$ cat config.mk
export PLATFORM = sky130hd
export DESIGN_NAME = ddwsc_div
export DESIGN_NICKNAME = d
export VERILOG_FILES = /design/src/hw/rtl/ddwsc_pkg.sv /design/src/hw/rtl/ddwsc_div.sv
export SDC_FILE = /design/constraint.sdc
export NUM_CORES = 2
export LEC_CHECK = 0
export BUFFER_PORTS_ARGS = -buffer_cell sky130_fd_sc_hd__buf_2
export CAP_MARGIN = 25
export CORE_ASPECT_RATIO = 0.7
export CORE_MARGIN = 2
export CORE_UTILIZATION = 55
export DETAILED_ROUTE_END_ITERATION = 6
export PLACE_DENSITY = 0.68
export SLEW_MARGIN = 20
export SYNTH_ARGS = -nofsm -noshare
export SYNTH_HDL_FRONTEND = slang
export SYNTH_SLANG_ARGS = --single-unit
export TNS_END_PERCENT = 100
$ cat constraint.sdc
create_clock -name clk -period 19.7 [get_ports clk]
set_clock_uncertainty 0.15 [all_clocks]
set_input_delay 2.955 -clock clk [delete_from_list [all_inputs] [get_ports clk]]
set_output_delay 2.955 -clock clk [all_outputs]
set_load 0.05 [all_outputs]
$ cat src/hw/rtl/ddwsc_pkg.sv
// ----------------------------------------------------------------------------
// ddwsc_pkg
// Shared types and constants of the differential drive wheel speed command.
// ----------------------------------------------------------------------------
package ddwsc_pkg;

  localparam int W_GAIN  = 16;
  localparam int W_TRACK = 24;
  localparam int W_LIM   = 15;
  localparam int W_VAL   = 32;
  localparam int W_VEL   = 40;
  localparam int W_SPEED = 49;
  localparam int W_MAG   = 48;
  localparam int W_NUM   = W_MAG + W_LIM;
  localparam int W_WORD  = 16;
  localparam int W_CFG   = 24;

  localparam logic [2:0] REG_GAIN_DIST    = 3'd0;
  localparam logic [2:0] REG_GAIN_ANGLE   = 3'd1;
  localparam logic [2:0] REG_HALF_TRACK   = 3'd2;
  localparam logic [2:0] REG_SPEED_LIMIT  = 3'd3;
  localparam logic [2:0] REG_DRIVE_OPCODE = 3'd4;

  localparam logic [2:0] SLOT_OPCODE   = 3'd0;
  localparam logic [2:0] SLOT_RIGHT_HI = 3'd1;
  localparam logic [2:0] SLOT_RIGHT_LO = 3'd2;
  localparam logic [2:0] SLOT_LEFT_HI  = 3'd3;
  localparam logic [2:0] SLOT_LEFT_LO  = 3'd4;

  typedef struct packed {
    logic              clamp;
    logic              right_scaled;
    logic              other_neg;
    logic              big_neg;
    logic [W_WORD-1:0] right_trunc;
    logic [W_WORD-1:0] left_trunc;
  } side_t;

endpackage

$ cat src/hw/rtl/ddwsc_div.sv
// ----------------------------------------------------------------------------
// ddwsc_div
// Pipelined restoring divider, one quotient bit per stage after the input stage.
// ----------------------------------------------------------------------------
module ddwsc_div (
  input  logic                        clk,
  input  logic                        rst,
  input  logic                        in_valid,
  output logic                        in_ready,
  input  logic [ddwsc_pkg::W_NUM-1:0] num,
  input  logic [ddwsc_pkg::W_MAG-1:0] den,
  input  ddwsc_pkg::side_t            side,
  output logic                        out_valid,
  input  logic                        out_ready,
  output logic [ddwsc_pkg::W_LIM-1:0] quotient,
  output ddwsc_pkg::side_t            side_out
);

  localparam int N = ddwsc_pkg::W_LIM;

  logic [N:0] vld;
  logic [N+1:0] rdy;
  logic [ddwsc_pkg::W_NUM-1:0] rem [0:N-1];
  logic [ddwsc_pkg::W_MAG-1:0] dv [0:N-1];
  logic [N-1:0] quo [0:N];
  ddwsc_pkg::side_t sd [0:N];
  logic [ddwsc_pkg::W_NUM-1:0] shifted [1:N];
  logic [ddwsc_pkg::W_NUM-1:0] diff [1:N];
  logic hit [1:N];

  always_comb begin
    rdy[N+1] = out_ready;
    for (int j = N; j >= 0; j--) begin
      rdy[j] = !vld[j] || rdy[j+1];
    end
  end

  always_comb begin
    for (int j = 1; j <= N; j++) begin
      shifted[j] = {{N{1'b0}}, dv[j-1]} << (N - j);
      hit[j] = rem[j-1] >= shifted[j];
      diff[j] = rem[j-1] - shifted[j];
    end
  end

  assign in_ready = rdy[0];
  assign out_valid = vld[N];
  assign quotient = quo[N];
  assign side_out = sd[N];

  always_ff @(posedge clk) begin
    if (rst) begin
      vld <= '0;
    end else begin
      if (rdy[0]) vld[0] <= in_valid;
      for (int j = 1; j <= N; j++) begin
        if (rdy[j]) vld[j] <= vld[j-1];
      end
    end
  end

  always_ff @(posedge clk) begin
    if (rdy[0] && in_valid) begin
      rem[0] <= num;
      dv[0] <= den;
      quo[0] <= '0;
      sd[0] <= side;
    end
    for (int j = 1; j < N; j++) begin
      if (rdy[j] && vld[j-1]) begin
        rem[j] <= hit[j] ? diff[j] : rem[j-1];
        dv[j] <= dv[j-1];
      end
    end
    for (int j = 1; j <= N; j++) begin
      if (rdy[j] && vld[j-1]) begin
        quo[j] <= quo[j-1] | (N'(hit[j]) << (N - j));
        sd[j] <= sd[j-1];
      end
    end
  end

endmodule

After elaboration in Yosys (flattened, before gate mapping) --
Memories as Yosys holds them, arrays and structs flattened. Index checks and enable logic that the tools add are counted.
Word-level totals: bits in registers 16, output and inout bits 53, memory bits (writable) 2481, memories kept 4
Memories:
- rem | words 15, bits a word 63, rd ports 15, clocked after memory_dff 0, wr ports 15, line ddwsc_div.sv:23 | logic [ddwsc_pkg::W_NUM-1:0] rem [0:N-1];
- dv | words 15, bits a word 48, rd ports 15, clocked after memory_dff 0, wr ports 15, line ddwsc_div.sv:24 | logic [ddwsc_pkg::W_MAG-1:0] dv [0:N-1];
- sd | words 16, bits a word 36, rd ports 16, clocked after memory_dff 0, wr ports 16, line ddwsc_div.sv:26 | ddwsc_pkg::side_t sd [0:N];
- quo | words 16, bits a word 15, rd ports 16, clocked after memory_dff 0, wr ports 16, line ddwsc_div.sv:25 | logic [N-1:0] quo [0:N];
Cells by class: reductions and logical operators 48, bitwise gates (word level) 15, magnitude comparators 15, mux-type cells 46, add/subtract/negate cells 14
Operators by type and width (number):
- $mux 63 | 14
- $ge 63x48->1 | 1
- $ge 63x49->1 | 1
- $ge 63x50->1 | 1
- $ge 63x51->1 | 1
- $ge 63x52->1 | 1
- $ge 63x53->1 | 1
- $ge 63x54->1 | 1
- $ge 63x55->1 | 1
- $ge 63x56->1 | 1
- $ge 63x57->1 | 1
- $ge 63x58->1 | 1
- $ge 63x59->1 | 1
- $ge 63x60->1 | 1
- $ge 63x61->1 | 1
- $ge 63x62->1 | 1
- $sub 63x49->63 | 1
- $sub 63x50->63 | 1
- $sub 63x51->63 | 1
- $sub 63x52->63 | 1
- $sub 63x53->63 | 1
- $sub 63x54->63 | 1
- $sub 63x55->63 | 1
- $sub 63x56->63 | 1
- 25 further kinds | 101

Longest topological paths before layout --
word-level depth 20, depth in mapped cells 17

Least setup slack after synthesis --
OpenSTA, ideal clock, no wires.
kind input port to flip-flop, start input out_ready, end memory dv[0][48] (netlist bit), enable pin, library setup time 882 ps, buffers on the path 2, stages 11, arrival time 15127 ps, slack 3541 ps, path through nor2b_1 -> and3_1 -> and3_1 -> clkbuf_1 -> nand3_1 -> nor3_1 -> and3_1 -> and2_1 -> and3_1 -> clkbuf_1 -> a21boi_0
RTL lines:
- start: declaration | line ddwsc_div.sv:14 | input logic out_ready,
- end: declaration | line ddwsc_div.sv:24

Final worst setup path --
start input out_ready, end output in_ready
On the way: cells in the longest elaborated chain, start to end 16
RTL lines:
- $logic_or 1x1->1 (16 in a row) | line ddwsc_div.sv:34 | rdy[j] = !vld[j] || rdy[j+1];
- end: declaration | line ddwsc_div.sv:9 | output logic in_ready,
No other way between the ends.

==> flow_metrics.tcl <==
set metrics [dict create \
    cts_inserted_buffers 232 \
    route.detailed.vias_per_inst 6.060 \
    fin_crit_ns 10.40 \
    full_die_area_um2 225200 \
    gr-usage-all-layers_pct 27.67 \
    hpwl_um 242200 \
    critical-path-top-delay-family "simple AND/OR/NAND/NOR gates" \
    area_of_the_mapped_netlist_um2 121800 \
    ys.flop_type "edfxtp_1" \
    postSynth.asyncResetShare_pct 0 \
    final_count_of_pins_violating_max_slew 0 \
    grt_first_pass_wirelength_um 474600 \
    timing.critical_path.mode_cell "and3_1" \
    nFillCells 17463 \
    worst_setup_hold_path_clk_slew_ns 0.07 \
    io_buffer_count 203 \
    r2r_cells 14 \
    area_delta_synth_final_pct 9.471 \
    clock_tree.htree_level_count 4 \
    cts.root.buffer_cell "clkbuf_16" \
    placement.setup.worst_slack_ns 9.420 \
    worstReg2RegEnd "rem[0][267]" \
    timing_worst_slew_pin_value_ns 1.110 \
    cpPeakStageDelay_ns 0.72 \
    cts_post_setup_buffers_inserted 0 \
    worst_path_max_delay_cell "nor3_1" \
    initial_core_util_pct 55.35 \
    max-slew-margin-rel_pct 24.10 \
    post_syn_instances 10397 \
    timing_hold_violations_final 0 \
    nNetsFinal 11430 \
    achievable-frequency_ghz 0.09613 \
    final_common_cell "edfxtp_1" \
    worst_setup_path_startpoint "out_ready" \
    finalWeightedCongestion 1.001 \
    synthesis.yosys.warnings 0 \
    syn_nets 11282 \
    drtPass1Iterations 7 \
    post-place-cells 13229 \
    cp.buffers_inverters 3 \
    layout_common_cells "2361 x edfxtp_1, 898 x a21oi_1, 897 x inv_1, 788 x nand2_1, 720 x ha_1" \
    min_period_over_period_pct 52.80 \
    hold_path_startpoint "sd[1][92]" \
    finalWorstSetupSlack_ns 9.298 \
    drive_above_1_share_pct 7.781 \
    setup.worst_path.class "in -> out" \
    critical_path_required_ns 16.60 \
    critical_path.endpoint_type "primary output" \
    report.final.setup_viol 0 \
    power.leakage_uw 0.05112 \
    drt_drc_violations_left 1 \
    top_level_ports 204 \
    number_of_antenna_violations_at_the_first_check_in_global_routing 14 \
    timing.reg2reg.setup_slack_ns 13.72 \
    worstSkewPairLatency_ns 0.94 \
    synth_edf_count 2361 \
    syn_area_per_cell_um2 11.71 \
    vias 82748 \
    number_of_clock_sinks_seen_by_cts 2377 \
    grt_remaining_overflow 0 \
    core_region_area_um2 220000 \
    crit-reg2reg-launch "dv[0][144]" \
    die_width_um 566.4 \
    whs_endpoint "sd[1][128]" \
    detail_route.wl_per_cell_um 23.22 \
    grt_start_max_net_pins 136 \
    fin_tns_setup_ns 0 \
    hold_path.class "reg -> reg" \
    totalWireLength_um 317100 \
    route.antenna.remaining_nets 0 \
    seq_area_frac_synth_pct 58.49 \
    num_rows 144 \
    instances_no_fill 13654 \
    worstPathCellList "buf_2, nor2b_1, and3_1, and3_1, nand3_1, nor3_1, and3_1, and2_1, and3_1, buf_4, nand3_1, buf_2" \
    grt_setup_unrepaired "no" \
    cp_arrival_ns 7.30 \
    die_h_um 397.7 \
    hold_depth 0 \
    violations_in_the_final_reports "design-rule violations" \
    grt_pass1_vias 76409 \
    cts_tree "done" \
    synth.lib_cells_used.distinct 103 \
    cts-resized-gates 0 \
    critical_path_peak_fanout 7 \
    synth_seq_cells 2377 \
    detail_route.iter0.violations 10362 \
    peakVddDrop_uv 88.58 \
    critical_path.startpoint_type "input pin" \
    drv_cap 0 \
    cts-root-to-sink-buffers 4 \
    cellPowerDensity_nw_per_um2 79.67 \
    ctsHoldBuffers 0 \
    status "finished with violations" \
]
## Yosys cell counts (16+ instances only)
library cell	count	area share, %
a2111oi_0	19	0.14
a211o_1	22	0.16
a211oi_1	60	0.37
a21boi_0	29	0.18
a21o_1	453	2.8
a21oi_1	900	3.7
a221o_1	17	0.14
a221oi_1	27	0.19
a31oi_1	81	0.42
and2_1	45	0.23
and3_1	79	0.41
and4_1	24	0.17
buf_1	24	0.074
buf_2	40	0.16
buf_4	42	0.26
clkbuf_1	252	0.78
dfxtp_1	16	0.26
edfxtp_1	2361	58
ha_1	720	7.4
inv_1	897	2.8
mux2_2	91	0.84
nand2_1	788	2.4
nand2b_1	106	0.54
nand3_1	168	0.69
nand3b_1	22	0.14
nand4_1	149	0.77
nor2_1	623	1.9
nor2b_1	111	0.57
nor3_1	122	0.50
nor4_1	65	0.33
o211ai_1	40	0.25
o21a_1	86	0.53
o21ai_0	654	2.7
o21ai_1	17	0.070
o21bai_1	110	0.68
o31a_1	26	0.19
o31ai_1	47	0.29
or2_2	31	0.16
or3_1	44	0.23
or4_1	22	0.14
xnor2_1	380	2.7
xor2_1	319	2.3
## layout make-up
type,count,area (um^2),share of cell area [%]
clock inverter,147,1524,1.143
clock buffer,273,6032,4.525
timing repair buffer,273,1597,1.198
sequential,2377,71220,53.43
tap,2920,3654,2.741
multi-input combinational,6763,45900,34.43
antenna,3,7.507,0.005632
inverter,898,3371,2.529
## worst max path at each step
stage / endpoint / slack [ns] / cells past startpoint
after floorplan: dv[0][48] / 3.54 / 11
after global placement: in_ready / 9.40 / 12
after detailed placement: in_ready / 9.42 / 12
after CTS: in_ready / 9.40 / 12
after global routing: in_ready / 9.12 / 12
final: in_ready / 9.30 / 12
## state kept, by name (all words and copies together) (netlist names)
signal / flops
quo: 120
sd: 576
vld: 16
rem: 945
dv: 720
## metal layers
metal  vias to the layer above  part of all wire (%)  global-route usage, %
met5                         -                0.0041                      0
met4                         2                   1.6                  4.626
met3                       352                    12                  7.939
met2                      3516                    37                  35.04
met1                     40343                    50                  46.22
li1                      38535                     -                      -
## power by group
group | internal [uW] | leakage [uW] | total [uW] | switching (uW)
registers | 5580 | 0.0214 | 5640 | 51.9
logic | 192 | 0.0260 | 510 | 318
clock network | 2540 | 0.00366 | 4470 | 1930
## cells by family (layout without fill, tap and decap cells)
kind of cell / Yosys count / after routing / synth area share [%]
and+or+nand+nor: 2464 / 2464 / 9.707
DFF: 2377 / 2377 / 58.49
adders and majority gates: 734 / 734 / 7.628
xor gates and xnor gates: 699 / 699 / 5.028
buffers and inverters: 1257 / 1591 / 4.046
AOI/OAI and AO/OA: 2770 / 2770 / 14.22
other: 0 / 3 / 0
muxes: 96 / 96 / 0.8827
## per-stage QoR
stage               total power [uW]  area, um^2  util (%)  hold slack (ns)
floorplan                       6082      121800         -           0.2503
global placement                6225      125700     57.13           0.2507
detailed placement              6236      125700     57.13           0.2545
CTS                            10700      133200     60.57           0.2045
global route                   10960      133300     60.59           0.2023
finish                         10620      133300     60.59           0.2019
Power figures use the tool's default switching activity.
