<file path="config.mk">
export PLATFORM = sky130hd
export DESIGN_NAME = ddwsc_serial
export DESIGN_NICKNAME = d
export VERILOG_FILES = /design/src/hw/rtl/ddwsc_pkg.sv /design/src/hw/rtl/ddwsc_serial.sv
export SDC_FILE = /design/constraint.sdc
export NUM_CORES = 1
export LEC_CHECK = 0
export ABC_CLOCK_PERIOD_IN_PS = 3350
export BUFFER_PORTS_ARGS = -buffer_cell sky130_fd_sc_hd__buf_2
export CORE_MARGIN = 3
export CORE_UTILIZATION = 32
export DETAILED_ROUTE_END_ITERATION = 8
export SYNTH_ARGS = -nofsm -noshare
export SYNTH_HDL_FRONTEND = slang
export SYNTH_SLANG_ARGS = --single-unit
</file>
<file path="constraint.sdc">
create_clock -name clk -period 3.35 [get_ports clk]
set_clock_uncertainty 0.1 [all_clocks]
set_input_delay 1.005 -clock clk [delete_from_list [all_inputs] [get_ports clk]]
set_output_delay 1.005 -clock clk [all_outputs]
set_load 0.02 [all_outputs]
</file>
<file path="src/hw/rtl/ddwsc_pkg.sv">
// ----------------------------------------------------------------------------
// ddwsc_pkg
// Shared types and constants of the differential drive wheel speed command.
// ----------------------------------------------------------------------------
package ddwsc_pkg;

  localparam int W_GAIN  = 16;
  localparam int W_TRACK = 24;
  localparam int W_LIM   = 15;
  localparam int W_VAL   = 32;
  localparam int W_VEL   = 40;
  localparam int W_SPEED = 49;
  localparam int W_MAG   = 48;
  localparam int W_NUM   = W_MAG + W_LIM;
  localparam int W_WORD  = 16;
  localparam int W_CFG   = 24;

  localparam logic [2:0] REG_GAIN_DIST    = 3'd0;
  localparam logic [2:0] REG_GAIN_ANGLE   = 3'd1;
  localparam logic [2:0] REG_HALF_TRACK   = 3'd2;
  localparam logic [2:0] REG_SPEED_LIMIT  = 3'd3;
  localparam logic [2:0] REG_DRIVE_OPCODE = 3'd4;

  localparam logic [2:0] SLOT_OPCODE   = 3'd0;
  localparam logic [2:0] SLOT_RIGHT_HI = 3'd1;
  localparam logic [2:0] SLOT_RIGHT_LO = 3'd2;
  localparam logic [2:0] SLOT_LEFT_HI  = 3'd3;
  localparam logic [2:0] SLOT_LEFT_LO  = 3'd4;

  typedef struct packed {
    logic              clamp;
    logic              right_scaled;
    logic              other_neg;
    logic              big_neg;
    logic [W_WORD-1:0] right_trunc;
    logic [W_WORD-1:0] left_trunc;
  } side_t;

endpackage

</file>
<file path="src/hw/rtl/ddwsc_serial.sv">
// ----------------------------------------------------------------------------
// ddwsc_serial
// Resolves both wheel words and sends the five command bytes.
// ----------------------------------------------------------------------------
module ddwsc_serial (
  input  logic                        clk,
  input  logic                        rst,
  input  logic                        in_valid,
  output logic                        in_ready,
  input  logic [ddwsc_pkg::W_LIM-1:0] quotient,
  input  ddwsc_pkg::side_t            side,
  input  logic [ddwsc_pkg::W_LIM-1:0] speed_limit,
  input  logic [7:0]                  drive_opcode,
  output logic                        out_valid,
  input  logic                        out_ready,
  output logic [7:0]                  out_byte,
  output logic                        last_byte
);

  logic busy;
  logic [2:0] cnt;
  logic [ddwsc_pkg::W_WORD-1:0] right_word, left_word;
  logic [ddwsc_pkg::W_WORD-1:0] scaled, clamped, right_next, left_next;
  logic take;

  assign last_byte = (cnt == ddwsc_pkg::SLOT_LEFT_LO);
  assign out_valid = busy;
  assign in_ready = !busy || (out_ready && last_byte);
  assign take = in_valid && in_ready;

  always_comb begin
    scaled = side.other_neg ? -{1'b0, quotient} : {1'b0, quotient};
    clamped = side.big_neg ? -{1'b0, speed_limit} : {1'b0, speed_limit};
    if (side.clamp) begin
      right_next = side.right_scaled ? scaled : clamped;
      left_next = side.right_scaled ? clamped : scaled;
    end else begin
      right_next = side.right_trunc;
      left_next = side.left_trunc;
    end
  end

  always_comb begin
    case (cnt)
      ddwsc_pkg::SLOT_OPCODE:   out_byte = drive_opcode;
      ddwsc_pkg::SLOT_RIGHT_HI: out_byte = right_word[15:8];
      ddwsc_pkg::SLOT_RIGHT_LO: out_byte = right_word[7:0];
      ddwsc_pkg::SLOT_LEFT_HI:  out_byte = left_word[15:8];
      ddwsc_pkg::SLOT_LEFT_LO:  out_byte = left_word[7:0];
      default:                  out_byte = 8'd0;
    endcase
  end

  always_ff @(posedge clk) begin
    if (rst) begin
      busy <= 1'b0;
      cnt <= ddwsc_pkg::SLOT_OPCODE;
    end else if (take) begin
      busy <= 1'b1;
      cnt <= ddwsc_pkg::SLOT_OPCODE;
    end else if (busy && out_ready) begin
      if (last_byte) begin
        busy <= 1'b0;
      end else begin
        cnt <= cnt + 3'd1;
      end
    end
  end

  always_ff @(posedge clk) begin
    if (take) begin
      right_word <= right_next;
      left_word <= left_next;
    end
  end

endmodule

</file>
======== Word-level counts from Yosys, hierarchy flattened ========
Cells that the tools add are included.
word-level totals
  output and inout port bits .............. 11
  input port bits ......................... 78
  bits in latches ......................... 0
  bits in writable memories ............... 0
  memory bits (read-only) ................. 0
  bits in registers ....................... 36
  memories kept ........................... 0
  logic and storage cells ................. 33
cells by class
  $add $sub $neg .......................... 3
  shift operators ......................... 0
  equality and inequality tests ........... 4
  reduce and logical (&&, ||, !) cells .... 11
  multiply operators ...................... 0
  magnitude comparators ................... 0
  mux-type cells .......................... 10
  div/mod/pow operators ................... 0
  bitwise logic cells ..................... 1
operators by type and width
  kind                                                 count
  2-to-1 mux 16 bit                                    6
  case mux 8 bit (5 select lines)                      1
  negator 15 -> 16 bit                                 2
  equality test 3 x 2 -> 1 bit, second input constant  2
  AND reduction 2 bit                                  2
  nonzero test 2 bit                                   2
  adder 3 x 1 -> 3 bit, second input constant          1
  equality test 3 x 1 -> 1 bit, second input constant  1
  equality test 3 bit, second input constant           1
  logical AND 1 bit                                    3
  zero test 3 bit                                      1
  2-to-1 mux 1 bit                                     3
  OR reduction 2 bit                                   1
  zero test 1 bit                                      1
  logical OR 1 bit                                     1
  inverter 1 bit                                       1

======== Depth between registers and ports, before layout ========
  word-level depth ........................ 6
  mapped depth ............................ 7
  gate-level depth less buffers ........... 7

======== Worst setup path after synthesis ========
No wires, ideal clock.
  path kind ............................... input-to-reg
  start point ............................. input port out_ready
  end point ............................... register cnt[2]
  setup time .............................. 0.132 ns
  arrival time ............................ 3.076 ns
  path buffers ............................ 0
  stages on the path ...................... 4
  slack ................................... 0.042 ns
  data required time ...................... 3.118 ns
  cells stage by stage .................... nand2_1 -> a21oi_1 -> or2_2 -> a211oi_1
on the way
  cells in the longest elaborated chain, start to end .. 4
  elaborated cells between the ends (all ways) .. 6
  those cells by class .................... reduce/logical: 6
ends and longest elaborated chain
  what                                 RTL line            text
  start, declared                      ddwsc_serial.sv:15  input logic out_ready,
  logical AND 1 bit                    ddwsc_serial.sv:28  assign in_ready = !busy || (out_ready && last_byte);
  logical OR 1 bit                     ddwsc_serial.sv:28
  logical AND 1 bit                    ddwsc_serial.sv:29  assign take = in_valid && in_ready;
  net take                             ddwsc_serial.sv:24  logic take;
  OR reduction 2 bit (no source line)  n/a
  end signal, assigned                 ddwsc_serial.sv:57  cnt <= ddwsc_pkg::SLOT_OPCODE;
  end signal, assigned                 ddwsc_serial.sv:60  cnt <= ddwsc_pkg::SLOT_OPCODE;
  end signal, assigned                 ddwsc_serial.sv:65  cnt <= cnt + 3'd1;
  end, declared                        ddwsc_serial.sv:21  logic [2:0] cnt;
The timed path passes the listed nets, and every way through them passes these cells.
A chain may end at the register's enable or synchronous reset.

======== Worst setup path after layout ========
  start point ............................. register cnt[0]
  end point ............................... output port out_byte[1]
on the way
  cells in the longest elaborated chain, start to end .. 2
  elaborated cells between the ends (all ways) .. 6
  those cells by class .................... eq/ne: 4; mux: 1; reduce/logical: 1
ends and longest elaborated chain
  what                                               RTL line            text
  equality test 3 bit, or another cell as far along  ddwsc_serial.sv:44  case (cnt)
  case mux 8 bit (5 select lines) (*)                ddwsc_serial.sv:44
  end, declared                                      ddwsc_serial.sv:16  output logic [7:0] out_byte,
Mark *: on every way between the ends. The rest lies on a longest branch, timed or not.

==> results.py <==
metrics = {
    "status": {
        "status": "finished clean",
    },
    "logic_synthesis": {
        "synth_area_sq_mm": 0.00268,
        "synth-edff-count": 32,
        "yosys.area_share.adder": 0.0326,
        "ys_top_cells_by_count": "32 x edfxtp_1, 22 x nand2_1, 20 x nand2b_1, 20 x xor2_1, 16 x o221ai_1",
        "synth_top_family_by_area": "compound AO/OA/AOI/OAI gates",
        "synth_area_leaders": "edfxtp_1 36%, xor2_1 6.5%, o221ai_1 5.2%, nand2b_1 4.7%, a22oi_1 4.2%",
        "yosysMostFrequentCell": "edfxtp_1",
        "ys.warnings.count": 0,
        "yosys-mux-area-fraction": 0.0634,
        "ys_seq_area_frac": 0.388,
        "synth_fp_nets": 363,
        "synthCells": 278,
        "ys_seq_elements": 36,
        "synth_cell_types": 43,
        "postSynthAreaPerCell_sq_um": 9.65,
        "synthFlopType": "edfxtp_1",
        "async_reset_ff_frac": 0,
        "synthXorXnorAreaFrac": 0.0849,
        "yosys.area.top_type": "edfxtp_1",
        "synth_compound_area_frac": 0.209,
        "synth_top_area_frac": 0.358,
        "synth-simple-area-share": 0.180,
    },
    "clocking": {
        "clkTransAtPathRegs_ns": 0.07,
        "clock_latency_ns": 0.28,
        "cts_resized": 0,
        "cts_buffers": 5,
        "cts_max_level": 2,
        "cts.root.buffer_cell": "clkbuf_8",
        "cts_setup_buffers": 0,
        "cts_buffer_depth": 2,
        "cts_tree": "done",
        "numClockSinks": 36,
        "cts_hold_buf": 0,
    },
    "die": {
        "dieHeight_microns": 97.6,
        "io_pins": 89,
        "dieArea_sq_mm": 0.00952,
        "rows": 32,
        "die_w_microns": 97.6,
        "coreArea_sq_mm": 0.00793,
        "start_util": 0.338,
    },
    "cells_and_area": {
        "nNetsFinal": 443,
        "drive_gt1_frac": 0.318,
        "utilization": 0.418,
        "syn2layout_area_growth_pct": 23.4,
        "multi_input_area_sq_mm": 0.00153,
        "fill_cells": 797,
        "n_antenna_cell": 0,
        "ff_latch_area_sq_mm": 0.00104,
    },
    "grt": {
        "grt_pass1_wl_microns": 12500,
        "grt_pass1_vias": 2466,
        "grt_overflow": 0,
        "grt_use_total": 0.164,
        "antenna_found_initial": 0,
        "grt_max_degree": 34,
    },
    "routing": {
        "wl_per_cell_microns": 16.9,
        "top_layer_used": "met4",
        "drtIter0Drc": 209,
        "met1_length_microns": 3440,
        "met2_wirelength_microns": 3620,
        "num_vias": 2446,
        "vias_per_cell": 5.31,
        "drc_errors": 0,
        "drt-pass1-iter-count": 4,
        "wl_met3_microns": 669,
        "totalWireLength_microns": 7790,
        "ant_nets": 0,
    },
    "setup_path": {
        "path_cells": "inv_1 -> ha_1 -> and2_1 -> a222oi_1 -> o21ai_0 -> buf_2",
        "crit_path_max_fanout": 11,
        "cp-startpoint": "cnt[0]",
        "required_ns": 2.24,
        "crit_path_max_incr_delay_ns": 0.40,
        "start_kind": "register",
        "r2r-start": "cnt[0]",
        "cpMaxStageDelayCell": "dfxtp_1",
        "arrival_ns": 2.00,
        "crit_path_end_kind": "output pin",
        "worstSetupPathType": "reg -> out",
        "rrSetupSlack_ns": 1.12,
    },
    "placed_design": {
        "numPortBuffers": 88,
        "dp_slack_ns": 0.268,
        "dp_hpwl_microns": 6300,
        "gp_congestion": 0.838,
    },
    "timing": {
        "period_needed_ns": 3.11,
        "maxSlewViolCount": 0,
        "timing.final.crit_share": 0.928,
        "worstMarginPinSlew_ns": 0.611,
        "setup_viol_count_final": 0,
        "finalSetupTns_ns": 0,
        "slew_headroom": 0.592,
        "grt_setup_unrepaired": "false",
        "setup_slack_ns": 0.242,
        "hold_violations": 0,
        "fin_hold_ws_ns": 0.411,
        "fmaxAchievable_mhz": 322,
    },
    "min_path": {
        "min_path_type": "reg -> reg",
        "hp-start": "out_valid",
    },
    "pwr": {
        "total_power_mw": 1.21,
        "pwr_density_cell_mw_per_mm2": 364,
        "vdd_drop_max_mv": 0.143,
        "p_leak_nw": 1.33,
    },
    "flow_run": {
        "drv_cap": 0,
    },
}
power breakdown:
group | switching, mW | internal [mW] | total, mW
Sequential | 0.0134 | 0.533 | 0.547
Combinational | 0.171 | 0.120 | 0.291
Clock | 0.152 | 0.217 | 0.369
Total | 0.337 | 0.870 | 1.21
metal layers:
layer	track usage	vias to the layer above
met4	0.0266	0
met5	0	-
met1	0.222	1135
li1	-	1216
met3	0.0424	5
met2	0.267	90
path summary, 6_finish.rpt:
path              cells past startpoint     endpoint
setup reg to reg                      8       cnt[2]
hold / removal                        2    out_valid
setup / recovery                      6  out_byte[1]
hold reg to reg                       2    out_valid
critical path, delay by kind of cell, from the launching register on:
kind / cells / cell delay (ns)
AO/OA/AOI/OAI: 2 / 0.52
flip-flops: 1 / 0.40
AND/OR/NAND/NOR: 1 / 0.31
buffers and inverters: 2 / 0.27
adder cells (fa/ha/maj): 1 / 0.22
stage by stage:
stage,instances,instance area [sq um]
floorplan,278,2680
global placement,453,3200
detailed placement,453,3200
CTS,461,3310
global route,461,3310
finish,461,3310
flip-flops by register name (all words and copies together), names as in the netlist:
| register | cells |
|---|---|
| out_valid | 1 |
| left_word | 16 |
| cnt | 3 |
| right_word | 16 |
area by class of cell:
class / count / area share
flip-flops and latches: 36 / 0.314
clock buffers: 5 / 0.0208
multi-input cells: 212 / 0.463
inverters: 13 / 0.0147
well taps: 102 / 0.0385
repair buffers: 90 / 0.138
clock inverters: 3 / 0.0113
cells by family after synthesis:
logic type | count (synthesis)
AO/OA/AOI/OAI | 75
adder cells (fa/ha/maj) | 7
buffers and inverters | 30
flip-flops | 36
XOR/XNOR | 26
AND/OR/NAND/NOR | 88
multiplexers | 16
layout by cell type (no fill, tap or decap), types with 3 or more instances in the layout:
cell type / instances
nor2b_1: 4
nand3_1: 7
o21ai_0: 15
nor2_1: 11
or3_1: 4
xnor2_1: 6
inv_1: 13
edfxtp_1: 32
or2_2: 3
dfxtp_1: 4
or4_1: 4
a21oi_1: 5
o31ai_1: 4
xor2_1: 20
ha_1: 7
nand2b_1: 20
clkbuf_8: 5
buf_2: 88
a22oi_1: 15
mux2i_1: 8
nand2_1: 22
o311ai_0: 5
o221ai_1: 16
mux2_2: 8
(Power assumes the default switching activity.)
