$ cat config.mk
export PLATFORM = sky130hd
export DESIGN_NAME = ddwsc_clamp
export DESIGN_NICKNAME = d
export VERILOG_FILES = /design/src/hw/rtl/ddwsc_pkg.sv /design/src/hw/rtl/ddwsc_clamp.sv
export SDC_FILE = /design/constraint.sdc
export NUM_CORES = 2
export LEC_CHECK = 0
export BUFFER_PORTS_ARGS = -buffer_cell sky130_fd_sc_hd__buf_2
export CAP_MARGIN = 20
export CORE_ASPECT_RATIO = 1.2
export CORE_UTILIZATION = 41
export CTS_BUF_LIST = sky130_fd_sc_hd__clkbuf_2
export DETAILED_ROUTE_END_ITERATION = 6
export HOLD_SLACK_MARGIN = 0.06
export PLACE_DENSITY_LB_ADDON = 0.25
export SLEW_MARGIN = 20
export SYNTH_ARGS = -nofsm -noshare
export SYNTH_HDL_FRONTEND = slang
export SYNTH_SLANG_ARGS = --single-unit
$ cat constraint.sdc
create_clock -name clk -period 21.1 [get_ports clk]
set_clock_uncertainty 0.15 [all_clocks]
set_input_delay 0 -clock clk [delete_from_list [all_inputs] [get_ports clk]]
set_output_delay 0 -clock clk [all_outputs]
set_load 0.01 [all_outputs]
$ cat src/hw/rtl/ddwsc_pkg.sv
// ----------------------------------------------------------------------------
// ddwsc_pkg
// Shared types and constants of the differential drive wheel speed command.
// ----------------------------------------------------------------------------
package ddwsc_pkg;

  localparam int W_GAIN  = 16;
  localparam int W_TRACK = 24;
  localparam int W_LIM   = 15;
  localparam int W_VAL   = 32;
  localparam int W_VEL   = 40;
  localparam int W_SPEED = 49;
  localparam int W_MAG   = 48;
  localparam int W_NUM   = W_MAG + W_LIM;
  localparam int W_WORD  = 16;
  localparam int W_CFG   = 24;

  localparam logic [2:0] REG_GAIN_DIST    = 3'd0;
  localparam logic [2:0] REG_GAIN_ANGLE   = 3'd1;
  localparam logic [2:0] REG_HALF_TRACK   = 3'd2;
  localparam logic [2:0] REG_SPEED_LIMIT  = 3'd3;
  localparam logic [2:0] REG_DRIVE_OPCODE = 3'd4;

  localparam logic [2:0] SLOT_OPCODE   = 3'd0;
  localparam logic [2:0] SLOT_RIGHT_HI = 3'd1;
  localparam logic [2:0] SLOT_RIGHT_LO = 3'd2;
  localparam logic [2:0] SLOT_LEFT_HI  = 3'd3;
  localparam logic [2:0] SLOT_LEFT_LO  = 3'd4;

  typedef struct packed {
    logic              clamp;
    logic              right_scaled;
    logic              other_neg;
    logic              big_neg;
    logic [W_WORD-1:0] right_trunc;
    logic [W_WORD-1:0] left_trunc;
  } side_t;

endpackage

$ cat src/hw/rtl/ddwsc_clamp.sv
// ----------------------------------------------------------------------------
// ddwsc_clamp
// Three stages: limit test and truncation, split scale products, numerator.
// ----------------------------------------------------------------------------
module ddwsc_clamp #(
  parameter int VALUE_FRAC_BITS = 16
) (
  input  logic                                 clk,
  input  logic                                 rst,
  input  logic                                 in_valid,
  output logic                                 in_ready,
  input  logic signed [ddwsc_pkg::W_SPEED-1:0] right_speed,
  input  logic signed [ddwsc_pkg::W_SPEED-1:0] left_speed,
  input  logic [ddwsc_pkg::W_LIM-1:0]          speed_limit,
  output logic                                 out_valid,
  input  logic                                 out_ready,
  output logic [ddwsc_pkg::W_NUM-1:0]          num,
  output logic [ddwsc_pkg::W_MAG-1:0]          den,
  output ddwsc_pkg::side_t                     side
);

  logic s1_valid, s2_valid, s3_valid;
  logic adv1, adv2, adv3;
  logic [ddwsc_pkg::W_MAG-1:0] ar, al, lim_fx, ar_sh, al_sh;
  logic [ddwsc_pkg::W_SPEED-1:0] nr, nl;
  logic [ddwsc_pkg::W_WORD-1:0] tr, tl;
  ddwsc_pkg::side_t side_next, side1, side2;
  logic [ddwsc_pkg::W_MAG-1:0] other1, den1, den2;
  logic [38:0] phi, plo;

  assign adv3 = !s3_valid || out_ready;
  assign adv2 = !s2_valid || adv3;
  assign adv1 = !s1_valid || adv2;
  assign in_ready = adv1;
  assign out_valid = s3_valid;

  always_comb begin
    nr = -right_speed;
    nl = -left_speed;
    ar = right_speed[48] ? nr[47:0] : right_speed[47:0];
    al = left_speed[48] ? nl[47:0] : left_speed[47:0];
    lim_fx = ddwsc_pkg::W_MAG'(speed_limit) << VALUE_FRAC_BITS;
    ar_sh = ar >> VALUE_FRAC_BITS;
    al_sh = al >> VALUE_FRAC_BITS;
    tr = ar_sh[15:0];
    tl = al_sh[15:0];
    side_next.clamp = (ar > lim_fx) || (al > lim_fx);
    side_next.right_scaled = !(ar > al);
    side_next.other_neg = side_next.right_scaled ? right_speed[48] : left_speed[48];
    side_next.big_neg = side_next.right_scaled ? left_speed[48] : right_speed[48];
    side_next.right_trunc = right_speed[48] ? -tr : tr;
    side_next.left_trunc = left_speed[48] ? -tl : tl;
  end

  always_ff @(posedge clk) begin
    if (rst) begin
      s1_valid <= 1'b0;
      s2_valid <= 1'b0;
      s3_valid <= 1'b0;
    end else begin
      if (adv1) s1_valid <= in_valid;
      if (adv2) s2_valid <= s1_valid;
      if (adv3) s3_valid <= s2_valid;
    end
  end

  always_ff @(posedge clk) begin
    if (adv1 && in_valid) begin
      side1 <= side_next;
      other1 <= side_next.right_scaled ? ar : al;
      den1 <= side_next.right_scaled ? al : ar;
    end
    if (adv2 && s1_valid) begin
      side2 <= side1;
      den2 <= den1;
      phi <= other1[47:24] * speed_limit;
      plo <= other1[23:0] * speed_limit;
    end
    if (adv3 && s2_valid) begin
      side <= side2;
      den <= den2;
      num <= {phi, 24'b0} + {24'b0, plo};
    end
  end

endmodule

# [Yosys cells after proc, flatten, opt, wreduce, memory -nomap -nowiden]
# Cells that the tools add are included.
[totals] regBits=444 inputBits=117 output_inout_bits=149 elab_cells=57
[op_classes] addsub=5 n_mul=2 magnitude_cmp=3 mux=8 n_reduce_logical=11
[ops] cell="2-to-1 mux 48 bit" count=4
[ops] cell="> comparator 48 x 31 -> 1 bit" count=2
[ops] cell="negator 48 bit" count=2
[ops] cell="multiplier 24 x 15 -> 39 bit" count=2
[ops] cell="adder 63 x 39 -> 63 bit" count=1
[ops] cell="> comparator 48 bit" count=1
[ops] cell="2-to-1 mux 16 bit" count=2
[ops] cell="negator 16 bit" count=2
[ops] cell="logical NOT 1 bit" count=4
[ops] cell="logical OR 1 bit" count=4
[ops] cell="logical AND 1 bit" count=3
[ops] cell="2-to-1 mux 1 bit" count=2

# [Longest topological paths before layout]
[logic_depth] ltp_word=5 depth_mapped=25 mapped_depth_nobuf=24

# [Worst setup path before layout]
# Ideal clock, no wire load.
[synth_path] kind="register to register" from="register s3_valid (netlist: out_valid)" to="register den2[0] (netlist bit) (enable)" setup_ps=931 arrival_ps=12204 required_time_ps=20019 path_slack_ps=7814 path_stages_with_launch=3 n_path_buf=0 synth_period_minus_slack_ps=13286 path_cell_list="dfxtp_1 nor2b_1 a21boi_0"
[synth_between] elab_chain_cells=4
[synth_lines] item="start, declared" line="ddwsc_clamp.sv:22" source="logic s1_valid, s2_valid, s3_valid;"
[synth_lines] item="start signal, assigned" line="ddwsc_clamp.sv:63" source="if (adv3) s3_valid <= s2_valid;"
[synth_lines] item="logical NOT 1 bit" line="ddwsc_clamp.sv:31" source="assign adv3 = !s3_valid || out_ready;"
[synth_lines] item="logical OR 1 bit" line="ddwsc_clamp.sv:31"
[synth_lines] item="logical OR 1 bit" line="ddwsc_clamp.sv:32" source="assign adv2 = !s2_valid || adv3;"
[synth_lines] item="logical AND 1 bit" line="ddwsc_clamp.sv:73" source="if (adv2 && s1_valid) begin"
[synth_lines] item="end signal, assigned" line="ddwsc_clamp.sv:75" source="den2 <= den1;"
[synth_lines] item="end, declared" line="ddwsc_clamp.sv:28" source="logic [ddwsc_pkg::W_MAG-1:0] other1, den1, den2;"
# No other way between the ends.
# A chain may end at the register's enable or synchronous reset.

# [Final worst setup path]
[layout_path] from="input port left_speed[10] (netlist bit)" to="register other1[9] (netlist bit), data pin"
[layout_between] elab_chain_cells=4
[layout_lines] item="start, declared" line="ddwsc_clamp.sv:13" source="input logic signed [ddwsc_pkg::W_SPEED-1:0] left_speed,"
[layout_lines] item="negator 48 bit" line="ddwsc_clamp.sv:39" source="nl = -left_speed;"
[layout_lines] item="2-to-1 mux 48 bit (*)" line="ddwsc_clamp.sv:41" source="al = left_speed[48] ? nl[47:0] : left_speed[47:0];"
[layout_lines] item="> comparator 48 bit (*)" line="ddwsc_clamp.sv:48" source="side_next.right_scaled = !(ar > al);"
[layout_lines] item="2-to-1 mux 48 bit (*)" line="ddwsc_clamp.sv:70" source="other1 <= side_next.right_scaled ? ar : al;"
[layout_lines] item="end signal, assigned" line="ddwsc_clamp.sv:70"
[layout_lines] item="end, declared" line="ddwsc_clamp.sv:28"
# Mark *: on every way between the ends. The rest lies on a longest branch, timed or not.

==> results.py <==
metrics = {
    "outcome": {
        "status": "complete, no violations",
    },
    "drt": {
        "num_vias": 31205,
        "wire_per_inst_um": 19.3,
        "drc_errors": 0,
        "firstDrtPassIters": 5,
        "drtAntennaViolNets": 0,
        "first_iter_violations": 2076,
        "routed_wirelength_um": 118000,
        "vias_per_cell": 5.09,
    },
    "synth": {
        "ys_warn_count": 0,
        "post_synth_fa_ha_maj_area_fraction": 0.354,
        "synth_seq_cells": 444,
        "syn_nets": 4951,
        "yosysSeqAreaShare": 0.310,
        "synth-compound-area-share": 0.0567,
        "avgSynthCellArea_um2": 10.8,
        "synthSimpleGateAreaFrac": 0.136,
        "synth_edf_count": 441,
        "ys.flop_type": "edfxtp_1",
        "synth_top_family_by_area": "adder cells",
        "synth_cells": 3960,
        "syn_area_um2": 42900,
        "synth_mux_area_frac": 0.0242,
        "synth_xor_area_frac": 0.0459,
        "synth.distinct_cells": 70,
        "postSynth.asyncResetShare": 0,
    },
    "global_routing": {
        "grt_max_degree": 70,
        "grt_pass1_vias": 33221,
        "grt_pass1_wl_um": 185000,
        "grt_antenna_before_repair": 12,
        "grt_use_total": 0.226,
        "overflow": 0,
    },
    "floorplan": {
        "die-width_um": 297,
        "die_area_um2": 106000,
        "pin_count": 266,
        "coreArea_um2": 103000,
        "start_util": 0.415,
        "fp.dieH_um": 356,
        "rows": 129,
    },
    "worst_setup_path": {
        "critPathMaxStageDelay_ns": 0.73,
        "path_delay_family": "buffers and inverters",
        "slowest_stage": "buf_4",
        "path_depth": 26,
        "critPathCaptureType": "flop",
        "cp_max_fo": 52,
        "cpMostUsedCell": "dlygate4sd3_1",
        "cp_num_buf_inv": 12,
        "r2r_cells": 22,
        "worst_setup_path_start_kind": "input port",
        "crit_arrival_ns": 10.63,
        "worstSetupPathType": "input port to flop",
        "r2r_slack_ns": 13.55,
        "required_ns": 22.11,
    },
    "timing": {
        "slew_headroom": 0.218,
        "holdWs_ns": 0.179,
        "worst_pin_slew_ns": 1.17,
        "finalMaxSlewViolations": 0,
        "finalSetupViolCount": 0,
        "fin_crit_sh": 0.456,
        "rsz0062_at_grt": "no",
        "timing.final.hold_violations": 0,
        "fin_crit_ns": 9.62,
        "finalSetupTns_ns": 0,
        "max_freq_mhz": 104,
    },
    "clock_network": {
        "cts-resized-gates": 0,
        "htreeDepth": 3,
        "cts-root-buf": "clkbuf_2",
        "clockBufferDepth": 3,
        "cts_tree": "done",
        "clock-sinks": 444,
        "path_clk_slew_ns": 0.14,
        "cts_inserted_buffers": 114,
        "clkLatencyLatePin_ns": 1.49,
    },
    "hold_path": {
        "holdPathStages": 0,
        "hp-class": "flop to flop",
    },
    "cells_and_area": {
        "fin_nets": 5655,
        "drive_gt1_frac": 0.107,
        "fillers": 9365,
        "multi_input_area_um2": 26500,
        "synthToLayoutAreaGrowth_pct": 19.2,
        "ff_latch_area_um2": 13300,
    },
    "placement": {
        "gp_congestion": 0.893,
        "hpwlAfterDp_um": 83700,
        "numPortBuffers": 265,
    },
    "flow_run": {
        "max_cap_violations": 0,
    },
}
[cell families (layout without fill, tap and decap cells)]
kind of cell	Yosys count	after routing
AND/OR/NAND/NOR	1110	1110
adder cells (fa/ha/maj)	874	874
buffers and inverters	834	1616
flip-flops	444	444
AO/OA/AOI/OAI	373	373
XOR/XNOR	222	222
multiplexers	103	103
other	0	9
[cells in the mapped netlist (22+ instances only)]
master | n | area (µm²)
nand4_1 | 30 | 188
fa_1 | 569 | 11400
mux2i_1 | 99 | 991
xor2_1 | 118 | 1030
o21ai_0 | 86 | 430
and2_1 | 393 | 2460
nor2b_1 | 23 | 144
nor2_1 | 80 | 300
nand2b_1 | 22 | 138
inv_1 | 685 | 2570
nand2_1 | 410 | 1540
a21o_1 | 50 | 375
nand3_1 | 33 | 165
o31ai_1 | 34 | 255
edfxtp_1 | 441 | 13200
a21oi_1 | 90 | 450
ha_1 | 305 | 3820
xnor2_1 | 101 | 885
clkbuf_1 | 140 | 526
[timing repair]
action,CTS,global route
buffers inserted,0,0
hold endpoints to repair,451,0
hold buffers,440,0
[metal layers]
layer | global-route usage | vias up | part of all wire
met5 | 0 | - | 0.00023
met3 | 0.0439 | 243 | 0.060
met4 | 0.0874 | 4 | 0.034
li1 | - | 14247 | -
met1 | 0.282 | 15759 | 0.41
met2 | 0.388 | 952 | 0.49
[registers in the layout (all words and copies together), names as in the netlist, 36 cells and up]
| name | count |
|---|---|
| num | 63 |
| den1 | 48 |
| den2 | 48 |
| den | 48 |
| other1 | 48 |
| phi | 39 |
| plo | 39 |
| side1 | 36 |
| side2 | 36 |
| side | 36 |
[layout make-up]
cell class | instances | area share
antenna | 9 | 0.000441
clock buffer | 158 | 0.0155
clock inverter | 36 | 0.00460
inverter | 685 | 0.0503
multi-input combinational | 2682 | 0.519
sequential | 444 | 0.260
tap | 1375 | 0.0337
timing repair buffer | 737 | 0.117
[stage by stage]
| step | cells | utilization | setup slack [ns] | instance area [µm²] |
|---|---|---|---|---|
| detailed placement | 5483 | 0.441 | 13.65 | 45700 |
| global placement | 5483 | 0.441 | 13.70 | 45700 |
| finish | 6126 | 0.494 | 11.48 | 51100 |
| floorplan | 3960 | - | 7.81 | 42900 |
| global route | 6125 | 0.494 | 11.43 | 51100 |
| CTS | 6117 | 0.494 | 12.06 | 51100 |
[placed cells by master, fill, tap and decap left out, drive strengths merged, types with 10 or more instances in the layout]
cell type,count
nand2,410
dlygate4sd3,440
nand2b,23
and2,393
or4,15
nor4,14
nand4,31
a31oi,12
o21ai,90
clkinv,30
nor3,21
fa,569
o41ai,21
or2,10
nor2,80
clkbuf,158
o31ai,35
a21oi,90
xnor2,101
inv,690
a21o,50
edfxtp,441
buf,297
nand3,33
o21a,20
nor2b,23
and3,17
ha,305
mux2i,99
xor2,121
or3,21
[worst paths after layout]
path | from | to
max reg2reg | other1[34]$_DFFE_PP_ | phi[37]$_DFFE_PP_
min reg2reg | den1[1]$_DFFE_PP_ | den2[1]$_DFFE_PP_
max | left_speed[10] | other1[9]$_DFFE_PP_
min | den1[1]$_DFFE_PP_ | den2[1]$_DFFE_PP_
Power is left out: the tool's default activity adds up to more than one toggle a clock period on the data nets, which glitch-free logic cannot reach.
